`config.mk`:
```
export PLATFORM = sky130hd
export DESIGN_NAME = ubx_nav_frame_field_extractor
export DESIGN_NICKNAME = d
export VERILOG_FILES = /design/src/design/ubxf_pkg.sv /design/src/design/ubxf_frame_ram.sv /design/src/design/ubxf_capture.sv /design/src/design/ubxf_emit.sv /design/src/design/ubx_nav_frame_field_extractor.sv
export SDC_FILE = /design/constraint.sdc
export NUM_CORES = 2
export LEC_CHECK = 0
export CAP_MARGIN = 10
export CORE_AREA = 2 2 541 489
export CTS_BUF_LIST = sky130_fd_sc_hd__clkbuf_2 sky130_fd_sc_hd__clkbuf_4 sky130_fd_sc_hd__clkbuf_8
export CTS_CLUSTER_SIZE = 14
export DETAILED_ROUTE_END_ITERATION = 16
export DIE_AREA = 0 0 543 491
export DONT_BUFFER_PORTS = 1
export PLACE_DENSITY = 0.55
export SLEW_MARGIN = 5
export SYNTH_ARGS = -nofsm -noshare
export SYNTH_HDL_FRONTEND = slang
export SYNTH_SLANG_ARGS = --single-unit
```
`constraint.sdc`:
```
create_clock -name clk -period 6 [get_ports clk]
set_input_delay 1.2 -clock clk [delete_from_list [all_inputs] [get_ports clk]]
set_output_delay 1.2 -clock clk [all_outputs]
set_load 0.05 [all_outputs]
```
`src/design/ubxf_pkg.sv`:
```
// ----------------------------------------------------------------------------
// ubxf_pkg
// Types, constants and field tables shared by the frame field extractor.
// ----------------------------------------------------------------------------
package ubxf_pkg;

  // Header and id codes
  localparam logic [7:0] SYNC1  = 8'hB5;
  localparam logic [7:0] SYNC2  = 8'h62;
  localparam logic [7:0] ID_POS = 8'h02;
  localparam logic [7:0] ID_STA = 8'h03;
  localparam logic [7:0] ID_VEL = 8'h12;
  localparam logic [7:0] ID_PVT = 8'h07;

  // Capture lengths (length, payload and checksum bytes)
  localparam int unsigned IDX_W = 7;
  localparam logic [IDX_W-1:0] LEN_POS = 7'd32;
  localparam logic [IDX_W-1:0] LEN_STA = 7'd20;
  localparam logic [IDX_W-1:0] LEN_VEL = 7'd40;
  localparam logic [IDX_W-1:0] LEN_PVT = 7'd96;

  // Output sideband width: frame id and field code
  localparam int unsigned USER_W = 12;

  typedef enum logic [1:0] {
    HS_HUNT,
    HS_SYNC1,
    HS_SYNC2,
    HS_CLASS
  } hdr_state_t;

  // How a field is cut out of the two half-words read from the frame store
  typedef enum logic [1:0] {
    FK_WORD,
    FK_HALF,
    FK_LO,
    FK_HI
  } fld_kind_t;

  typedef struct packed {
    logic [3:0]       code;
    logic [IDX_W-1:0] off;
    fld_kind_t        kind;
  } fld_t;

  // Hand-over of a completed capture to the emitter
  typedef struct packed {
    logic       valid;
    logic [7:0] id;
    logic       bank;
  } job_t;

  function automatic logic [IDX_W-1:0] capture_len(input logic [7:0] id);
    logic [IDX_W-1:0] len;
    unique case (id)
      ID_STA:  len = LEN_STA;
      ID_POS:  len = LEN_POS;
      ID_VEL:  len = LEN_VEL;
      ID_PVT:  len = LEN_PVT;
      default: len = '0;
    endcase
    return len;
  endfunction

  function automatic logic [3:0] field_count(input logic [7:0] id);
    logic [3:0] n;
    unique case (id)
      ID_POS:  n = 4'd4;
      ID_STA:  n = 4'd2;
      ID_VEL:  n = 4'd6;
      ID_PVT:  n = 4'd13;
      default: n = 4'd0;
    endcase
    return n;
  endfunction

  function automatic fld_t mk_fld(input logic [3:0] code, input logic [IDX_W-1:0] off,
                                  input fld_kind_t kind);
    fld_t f;
    f.code = code;
    f.off  = off;
    f.kind = kind;
    return f;
  endfunction

  // Field k of a frame: code, byte offset into the capture, extraction kind
  function automatic fld_t field_entry(input logic [7:0] id, input logic [3:0] k);
    fld_t f;
    f = mk_fld(4'd0, 7'd0, FK_WORD);
    unique case (id)
      ID_POS: begin
        unique case (k)
          4'd0:    f = mk_fld(4'd0, 7'd10, FK_WORD);
          4'd1:    f = mk_fld(4'd1, 7'd6,  FK_WORD);
          4'd2:    f = mk_fld(4'd2, 7'd14, FK_WORD);
          4'd3:    f = mk_fld(4'd3, 7'd18, FK_WORD);
          default: f = mk_fld(4'd0, 7'd0,  FK_WORD);
        endcase
      end
      ID_STA: begin
        unique case (k)
          4'd0:    f = mk_fld(4'd4, 7'd2, FK_WORD);
          4'd1:    f = mk_fld(4'd5, 7'd6, FK_LO);
          default: f = mk_fld(4'd0, 7'd0, FK_WORD);
        endcase
      end
      ID_VEL: begin
        unique case (k)
          4'd0:    f = mk_fld(4'd6,  7'd6,  FK_WORD);
          4'd1:    f = mk_fld(4'd7,  7'd10, FK_WORD);
          4'd2:    f = mk_fld(4'd8,  7'd14, FK_WORD);
          4'd3:    f = mk_fld(4'd9,  7'd18, FK_WORD);
          4'd4:    f = mk_fld(4'd10, 7'd22, FK_WORD);
          4'd5:    f = mk_fld(4'd11, 7'd26, FK_WORD);
          default: f = mk_fld(4'd0,  7'd0,  FK_WORD);
        endcase
      end
      ID_PVT: begin
        unique case (k)
          4'd0:    f = mk_fld(4'd0,  7'd30, FK_WORD);
          4'd1:    f = mk_fld(4'd1,  7'd26, FK_WORD);
          4'd2:    f = mk_fld(4'd2,  7'd34, FK_WORD);
          4'd3:    f = mk_fld(4'd3,  7'd38, FK_WORD);
          4'd4:    f = mk_fld(4'd5,  7'd22, FK_LO);
          4'd5:    f = mk_fld(4'd6,  7'd50, FK_WORD);
          4'd6:    f = mk_fld(4'd7,  7'd54, FK_WORD);
          4'd7:    f = mk_fld(4'd8,  7'd58, FK_WORD);
          4'd8:    f = mk_fld(4'd11, 7'd66, FK_WORD);
          4'd9:    f = mk_fld(4'd12, 7'd24, FK_HI);
          4'd10:   f = mk_fld(4'd13, 7'd78, FK_HALF);
          4'd11:   f = mk_fld(4'd14, 7'd70, FK_WORD);
          4'd12:   f = mk_fld(4'd15, 7'd46, FK_WORD);
          default: f = mk_fld(4'd0,  7'd0,  FK_WORD);
        endcase
      end
      default: f = mk_fld(4'd0, 7'd0, FK_WORD);
    endcase
    return f;
  endfunction

endpackage

```
`src/design/ubxf_frame_ram.sv`:
```
// ----------------------------------------------------------------------------
// ubxf_frame_ram
// Half-word frame store: one write port, two registered read ports.
// ----------------------------------------------------------------------------
module ubxf_frame_ram #(
  parameter int AW = 7
) (
  input  logic          clk,
  input  logic          wr_en,
  input  logic [AW-1:0] wr_addr,
  input  logic [15:0]   wr_data,
  input  logic          rd_en,
  input  logic [AW-1:0] rd_addr0,
  input  logic [AW-1:0] rd_addr1,
  output logic [15:0]   rd_data0,
  output logic [15:0]   rd_data1
);

  localparam int DEPTH = 1 << AW;

  logic [15:0] mem [DEPTH];

  // Write one half-word
  always_ff @(posedge clk) begin
    if (wr_en) begin
      mem[wr_addr] <= wr_data;
    end
  end

  // Read two half-words, hold while not enabled
  always_ff @(posedge clk) begin
    if (rd_en) begin
      rd_data0 <= mem[rd_addr0];
      rd_data1 <= mem[rd_addr1];
    end
  end

endmodule

```
`src/design/ubxf_capture.sv`:
```
// ----------------------------------------------------------------------------
// ubxf_capture
// Header hunt and frame capture: pairs bytes into half-words for the store
// and hands each completed frame to the emitter.
// ----------------------------------------------------------------------------
module ubxf_capture #(
  parameter int CAPTURE_BYTES = 96,
  parameter int AW            = 6
) (
  input  logic           clk,
  input  logic           rst,
  input  logic           s_tvalid,
  output logic           s_tready,
  input  logic [7:0]     s_tdata,
  input  logic           job_ready,
  output ubxf_pkg::job_t job,
  output logic           wr_en,
  output logic [AW:0]    wr_addr,
  output logic [15:0]    wr_data
);

  import ubxf_pkg::*;

  localparam logic [7:0] CAP_LIM = 8'(CAPTURE_BYTES);

  hdr_state_t       hdr_state;
  hdr_state_t       hdr_state_next;
  logic             frame_active;
  logic [7:0]       cur_id;
  logic [IDX_W-1:0] cap_len;
  logic [IDX_W-1:0] cap_idx;
  logic [7:0]       lo_byte;
  logic             bank;

  logic             accept;
  logic             cap_last;
  logic             idx_ok;
  logic             frame_start;
  logic [IDX_W-1:0] new_len;

  assign accept      = s_tvalid && s_tready;
  assign cap_last    = (cap_idx == cap_len - 7'd1);
  assign idx_ok      = ({1'b0, cap_idx} < CAP_LIM);
  assign new_len     = capture_len(s_tdata);
  assign frame_start = accept && !frame_active && (hdr_state == HS_CLASS) && (new_len != '0);

  // Header state: next value
  always_comb begin
    hdr_state_next = hdr_state;
    if (accept && !frame_active) begin
      unique case (hdr_state)
        HS_HUNT:  hdr_state_next = (s_tdata == SYNC1) ? HS_SYNC1 : HS_HUNT;
        HS_SYNC1: hdr_state_next = (s_tdata == SYNC2) ? HS_SYNC2 : HS_HUNT;
        HS_SYNC2: hdr_state_next = HS_CLASS;
        HS_CLASS: hdr_state_next = HS_HUNT;
        default:  hdr_state_next = HS_HUNT;
      endcase
    end
  end

  // Outputs: stall the closing byte while the emitter still reads the other bank
  always_comb begin
    s_tready  = !(frame_active && cap_last && !job_ready);
    wr_en     = accept && frame_active && cap_idx[0] && idx_ok;
    wr_addr   = {bank, AW'(cap_idx[IDX_W-1:1])};
    wr_data   = {s_tdata, lo_byte};
    job.valid = accept && frame_active && cap_last;
    job.id    = cur_id;
    job.bank  = bank;
  end

  // Control registers
  always_ff @(posedge clk) begin
    if (rst) begin
      hdr_state    <= HS_HUNT;
      frame_active <= 1'b0;
      cur_id       <= '0;
      cap_len      <= '0;
      cap_idx      <= '0;
      bank         <= 1'b0;
    end else begin
      hdr_state <= hdr_state_next;
      if (accept && frame_active) begin
        cap_idx <= cap_idx + 7'd1;
        if (cap_last) begin
          frame_active <= 1'b0;
          bank         <= ~bank;
        end
      end else if (frame_start) begin
        frame_active <= 1'b1;
        cur_id       <= s_tdata;
        cap_len      <= new_len;
        cap_idx      <= '0;
      end
    end
  end

  // Hold the even byte until its odd partner arrives
  always_ff @(posedge clk) begin
    if (accept && frame_active) begin
      lo_byte <= s_tdata;
    end
  end

endmodule

```
`src/design/ubxf_emit.sv`:
```
// ----------------------------------------------------------------------------
// ubxf_emit
// Field sequencer: walks a frame's field table, reads the store and drives
// the output register.
// ----------------------------------------------------------------------------
module ubxf_emit #(
  parameter int AW = 6
) (
  input  logic                        clk,
  input  logic                        rst,
  input  ubxf_pkg::job_t              job,
  output logic                        job_ready,
  output logic                        rd_en,
  output logic [AW:0]                 rd_addr0,
  output logic [AW:0]                 rd_addr1,
  input  logic [15:0]                 rd_data0,
  input  logic [15:0]                 rd_data1,
  output logic                        m_tvalid,
  input  logic                        m_tready,
  output logic [31:0]                 m_tdata,
  output logic [ubxf_pkg::USER_W-1:0] m_tuser,
  output logic                        m_tlast
);

  import ubxf_pkg::*;

  // Sequencer
  logic       active;
  logic [7:0] e_id;
  logic       e_bank;
  logic [3:0] k;

  // Read stage (store data arrives with it)
  logic       r_v;
  logic [7:0] r_id;
  logic [3:0] r_code;
  fld_kind_t  r_kind;
  logic       r_last;

  // Output stage
  logic        o_v;
  logic [7:0]  o_id;
  logic [3:0]  o_code;
  logic [31:0] o_value;
  logic        o_last;

  fld_t        fld;
  logic [3:0]  cnt;
  logic        k_last;
  logic        adv_o;
  logic        issue;
  logic [AW-1:0] hw_addr;
  logic [31:0] value;

  assign fld       = field_entry(e_id, k);
  assign cnt       = field_count(e_id);
  assign k_last    = (k == cnt - 4'd1);
  assign adv_o     = !o_v || m_tready;
  assign issue     = active && (!r_v || adv_o);
  assign job_ready = !active;
  assign hw_addr   = AW'(fld.off[IDX_W-1:1]);
  assign rd_en     = issue;
  assign rd_addr0  = {e_bank, hw_addr};
  assign rd_addr1  = {e_bank, hw_addr + AW'(1)};

  // Cut the field out of the two half-words
  always_comb begin
    unique case (r_kind)
      FK_WORD: value = {rd_data1, rd_data0};
      FK_HALF: value = {16'd0, rd_data0};
      FK_LO:   value = {24'd0, rd_data0[7:0]};
      FK_HI:   value = {24'd0, rd_data0[15:8]};
      default: value = '0;
    endcase
  end

  // Control: sequencer and stage valids
  always_ff @(posedge clk) begin
    if (rst) begin
      active <= 1'b0;
      k      <= '0;
      r_v    <= 1'b0;
      o_v    <= 1'b0;
    end else begin
      if (job.valid) begin
        active <= 1'b1;
        k      <= '0;
      end else if (issue) begin
        k <= k + 4'd1;
        if (k_last) begin
          active <= 1'b0;
        end
      end
      if (issue) begin
        r_v <= 1'b1;
      end else if (adv_o) begin
        r_v <= 1'b0;
      end
      if (adv_o) begin
        o_v <= r_v;
      end
    end
  end

  // Payload: frame identity, read metadata and output beat
  always_ff @(posedge clk) begin
    if (job.valid) begin
      e_id   <= job.id;
      e_bank <= job.bank;
    end
    if (issue) begin
      r_id   <= e_id;
      r_code <= fld.code;
      r_kind <= fld.kind;
      r_last <= k_last;
    end
    if (adv_o && r_v) begin
      o_id    <= r_id;
      o_code  <= r_code;
      o_value <= value;
      o_last  <= r_last;
    end
  end

  assign m_tvalid = o_v;
  assign m_tdata  = o_value;
  assign m_tuser  = {o_code, o_id};
  assign m_tlast  = o_last;

endmodule

```
`src/design/ubx_nav_frame_field_extractor.sv`:
```
// ----------------------------------------------------------------------------
// ubx_nav_frame_field_extractor
// Hunts navigation frames in a byte stream and emits their fields as beats.
// ----------------------------------------------------------------------------
// One received byte is taken every cycle. After the sync pair, class and a
// known id (status, position, velocity, pvt) the capture bytes are written
// into a half-word frame store with two banks; once the closing byte is in,
// the frame's fields leave one beat per cycle while the output takes them,
// passing the sequencer, read and output registers, while the next frame is
// captured into the other bank. Each beat needs one access of the store's
// two read ports. The input stalls only on the closing byte of a frame whose
// predecessor is still being read out, which happens when the output side
// holds back. The store needs no clearing pass after reset.
module ubx_nav_frame_field_extractor #(
  parameter int CAPTURE_BYTES = 96
) (
  input  logic                        clk,
  input  logic                        rst,
  input  logic                        s_tvalid,
  output logic                        s_tready,
  input  logic [7:0]                  s_tdata,   // [7:0] rx_byte
  output logic                        m_tvalid,
  input  logic                        m_tready,
  output logic [31:0]                 m_tdata,   // [31:0] field_value
  output logic [ubxf_pkg::USER_W-1:0] m_tuser,   // [7:0] message_id, [11:8] field_code
  output logic                        m_tlast    // last_field
);

  import ubxf_pkg::*;

  localparam int HW_DEPTH = (CAPTURE_BYTES + 1) / 2;
  localparam int HW_AW    = $clog2(HW_DEPTH);

  job_t          job;
  logic          job_ready;
  logic          wr_en;
  logic [HW_AW:0] wr_addr;
  logic [15:0]   wr_data;
  logic          rd_en;
  logic [HW_AW:0] rd_addr0;
  logic [HW_AW:0] rd_addr1;
  logic [15:0]   rd_data0;
  logic [15:0]   rd_data1;

  // Header hunt and capture
  ubxf_capture #(
    .CAPTURE_BYTES (CAPTURE_BYTES),
    .AW            (HW_AW)
  ) u_capture (
    .clk       (clk),
    .rst       (rst),
    .s_tvalid  (s_tvalid),
    .s_tready  (s_tready),
    .s_tdata   (s_tdata),
    .job_ready (job_ready),
    .job       (job),
    .wr_en     (wr_en),
    .wr_addr   (wr_addr),
    .wr_data   (wr_data)
  );

  // Double-banked frame store
  ubxf_frame_ram #(
    .AW (HW_AW + 1)
  ) u_ram (
    .clk      (clk),
    .wr_en    (wr_en),
    .wr_addr  (wr_addr),
    .wr_data  (wr_data),
    .rd_en    (rd_en),
    .rd_addr0 (rd_addr0),
    .rd_addr1 (rd_addr1),
    .rd_data0 (rd_data0),
    .rd_data1 (rd_data1)
  );

  // Field read-out
  ubxf_emit #(
    .AW (HW_AW)
  ) u_emit (
    .clk       (clk),
    .rst       (rst),
    .job       (job),
    .job_ready (job_ready),
    .rd_en     (rd_en),
    .rd_addr0  (rd_addr0),
    .rd_addr1  (rd_addr1),
    .rd_data0  (rd_data0),
    .rd_data1  (rd_data1),
    .m_tvalid  (m_tvalid),
    .m_tready  (m_tready),
    .m_tdata   (m_tdata),
    .m_tuser   (m_tuser),
    .m_tlast   (m_tlast)
  );

endmodule

```
==> impl_metrics.tcl <==
set metrics [dict create \
    status "finished, final reports clean" \
    ir_worst_vdd_v 0.000197 \
    dr.pass1.iters 6 \
    grt_pass1_wl_mm 517 \
    clockRootBuffer "clkbuf_8" \
    hold_viol 0 \
    synth_cells 7927 \
    cts.clk_slew.worst_paths_ps 60 \
    viasPerCell 6.10 \
    fin_skew_ps 89.9 \
    fillers 23400 \
    worst_slack_ps 169 \
    grt_pass1_vias 71500 \
    drc_errors 0 \
    pin_count 59 \
    cp-start-kind "flip-flop" \
    syn_area_mm2 0.104 \
    finalCriticalPeriod_ps 5830 \
    ctsLongestPathBuffers 4 \
    max-slew-margin-rel_pct 11.7 \
    critPathTopFamily "compound AO/OA/AOI/OAI gates" \
    drive_above_1_share_pct 18.2 \
    track_usage_pct 26.9 \
    layout_common_cells "2,209 x nand2_1, 2,157 x edfxtp_1, 512 x conb_1" \
    syn_area_per_cell_um2 13.1 \
    cts_htree_levels 5 \
    crit_buf_inv 4 \
    hp-class "input pin to flip-flop" \
    finalSetupViolations 0 \
    worstMarginPinSlew_ps 1320 \
    dpl.hpwl_mm 218 \
    async_flop_share_pct 0 \
    worstPathArrival_ps 6570 \
    numCtsBuffers 373 \
    cp.required_ps 6740 \
    critPathKind "flip-flop to flip-flop" \
    finalCritPeriodShare_pct 97.2 \
    syn_to_final_growth_pct 14.1 \
    dieHeight_um 491 \
    ys_seq_area_share_pct 63.1 \
    core.rowCount 178 \
    pre_cts_ws_ps -101 \
    gr-total-overflow 0 \
    slowest_stage "a311oi_1" \
    synth-edff-count 2157 \
    synth_seq_cells 2199 \
    vias 75200 \
    cts_sinks 2199 \
    cts_tree "done" \
    cp-end-kind "flip-flop" \
    path_cells "or4_4 > or3_1 > o2bb2ai_4 > buf_4 > buf_12 > buf_4 > buf_4 > nand2_1 > and3_1 > a311oi_1 > a311oi_1 > nor2_1 > o211ai_1 > a311oi_1" \
    utilization_pct 45.5 \
    path_max_fanout 63 \
    port_buffers 0 \
    max_stage_delay_ps 670 \
    drv_cap 0 \
    drt_iter0_drc 10800 \
    start_util_pct 39.9 \
    clk_latency_ps 1030 \
    die_area_mm2 0.267 \
    ys_types 74 \
    gp_congestion 0.934 \
    rsz0062_at_grt "no" \
    grt_max_degree 158 \
    final_common_cell "nand2_1" \
    ys.warnings.count 0 \
    drtAntennaViolNets 0 \
    power_density_mw_per_mm2 258 \
    drv_slew 0 \
    fp.dieW_um 543 \
    synth_flop_cell "edfxtp_1" \
    fin_nets 8563 \
    cts-hold-fix-buffers 0 \
    antenna_found_initial 22 \
    avgRoutedWirePerCell_um 29.7 \
    p_leak_nw 40.3 \
    core-area_mm2 0.261 \
    wl_mm 366 \
    fmax_mhz 171 \
]
-- path summary, 6_finish.rpt --
kind	startpoint	endpoint	slack [ps]	cells past startpoint
hold / removal	rst	u_capture.bank$_SDFFE_PP0P_	290	1
setup reg to reg	u_emit.e_id[0]$_DFFE_PP_	u_ram.rd_data0[3]$_DFFE_PP_	170	14
setup / recovery	u_emit.e_id[0]$_DFFE_PP_	u_ram.rd_data0[3]$_DFFE_PP_	170	14
hold reg to reg	u_capture.cur_id[0]$_SDFFE_PP0P_	u_emit.e_id[0]$_DFFE_PP_	400	0
-- power by group --
part	switching [W]	internal [W]	leakage (nW)	total [W]
Sequential	0.0000957	0.0170	20.2	0.0171
Clock	0.00625	0.00695	3.70	0.0132
Combinational	0.000174	0.000124	16.4	0.000298
-- state kept, by name, indices dropped and copies added (netlist names), 16 cells and up, named ones only --
name            count
u_ram.rd_data0     16
u_ram.mem        2048
u_ram.rd_data1     16
u_emit.m_tdata     32
-- area by class of cell --
cell class                      instances  area [um2]  share of cell area, %
Sequential cell                      2199       65600                   55.3
Multi-Input combinational cell       5569       37900                   32.0
Clock buffer                          486        6010                   5.06
Tap cell                             3510        4390                   3.70
Timing Repair Buffer                  379        3560                   3.00
Clock inverter                        159        1030                  0.870
Inverter                               17        73.8                 0.0622
Antenna cell                            5        12.5                 0.0105
-- through the flow --
| step | power [W] | hold WS [ps] | area (um2) | instances | TNS (ps) |
|---|---|---|---|---|---|
| floorplan | 0.0176 | 400 | 106000 | 8438 | 0 |
| global placement | 0.0176 | 403 | 111000 | 11700 | 0 |
| detailed placement | 0.0177 | 405 | 111000 | 11700 | -114 |
| CTS | 0.0307 | 188 | 119000 | 12300 | 0 |
| global route | 0.0314 | 242 | 119000 | 12300 | 0 |
| finish | 0.0306 | 288 | 119000 | 12300 | 0 |
-- synthesized netlist by cell type, types with 48 or more instances --
| library cell | number | area [um2] |
|---|---|---|
| and3_1 | 217 | 1360 |
| a31oi_1 | 72 | 450 |
| a32o_1 | 48 | 480 |
| a32oi_1 | 98 | 858 |
| nand4_1 | 52 | 325 |
| a311oi_1 | 307 | 2690 |
| edfxtp_1 | 2157 | 64800 |
| a211oi_1 | 49 | 368 |
| nor2_1 | 194 | 728 |
| clkbuf_1 | 440 | 1650 |
| a21oi_1 | 187 | 936 |
| nand2_1 | 2209 | 8290 |
| mux4_2 | 511 | 11500 |
| nand3_1 | 504 | 2520 |
| o21ai_0 | 57 | 285 |
| buf_2 | 169 | 846 |
| mux2i_1 | 165 | 1650 |
| a221oi_1 | 49 | 429 |
-- what timing repair did --
item / 4_1_cts / 5_1_grt
gates resized for setup: 3 / 1
pin swaps: 0 / 1
setup endpoints to repair: 3 / 3
gates cloned: 0 / 0
setup buffers: 0 / 3
-- routing by layer --
layer  track usage [%]  routed length [um]  vias up
met5                 0                  41        -
met4              11.8               17500        6
met3              7.63               48300      863
met2              39.2              157000     5087
met1              37.3              143000    37900
li1                  -                   -    31300
-- logic make-up (layout without fill, tap and decap cells) --
family,after synthesis,after routing,share of synthesized area [%]
flops,2199,2199,63.1
buf+inv,670,1041,2.66
simple gates,3290,3290,13.4
other cells,1,517,0.00361
fa+ha+maj,12,12,0.144
compound gates,1029,1029,7.53
xor+xnor,28,28,0.268
mux,698,698,12.9
Power figures use the tool's default switching activity.
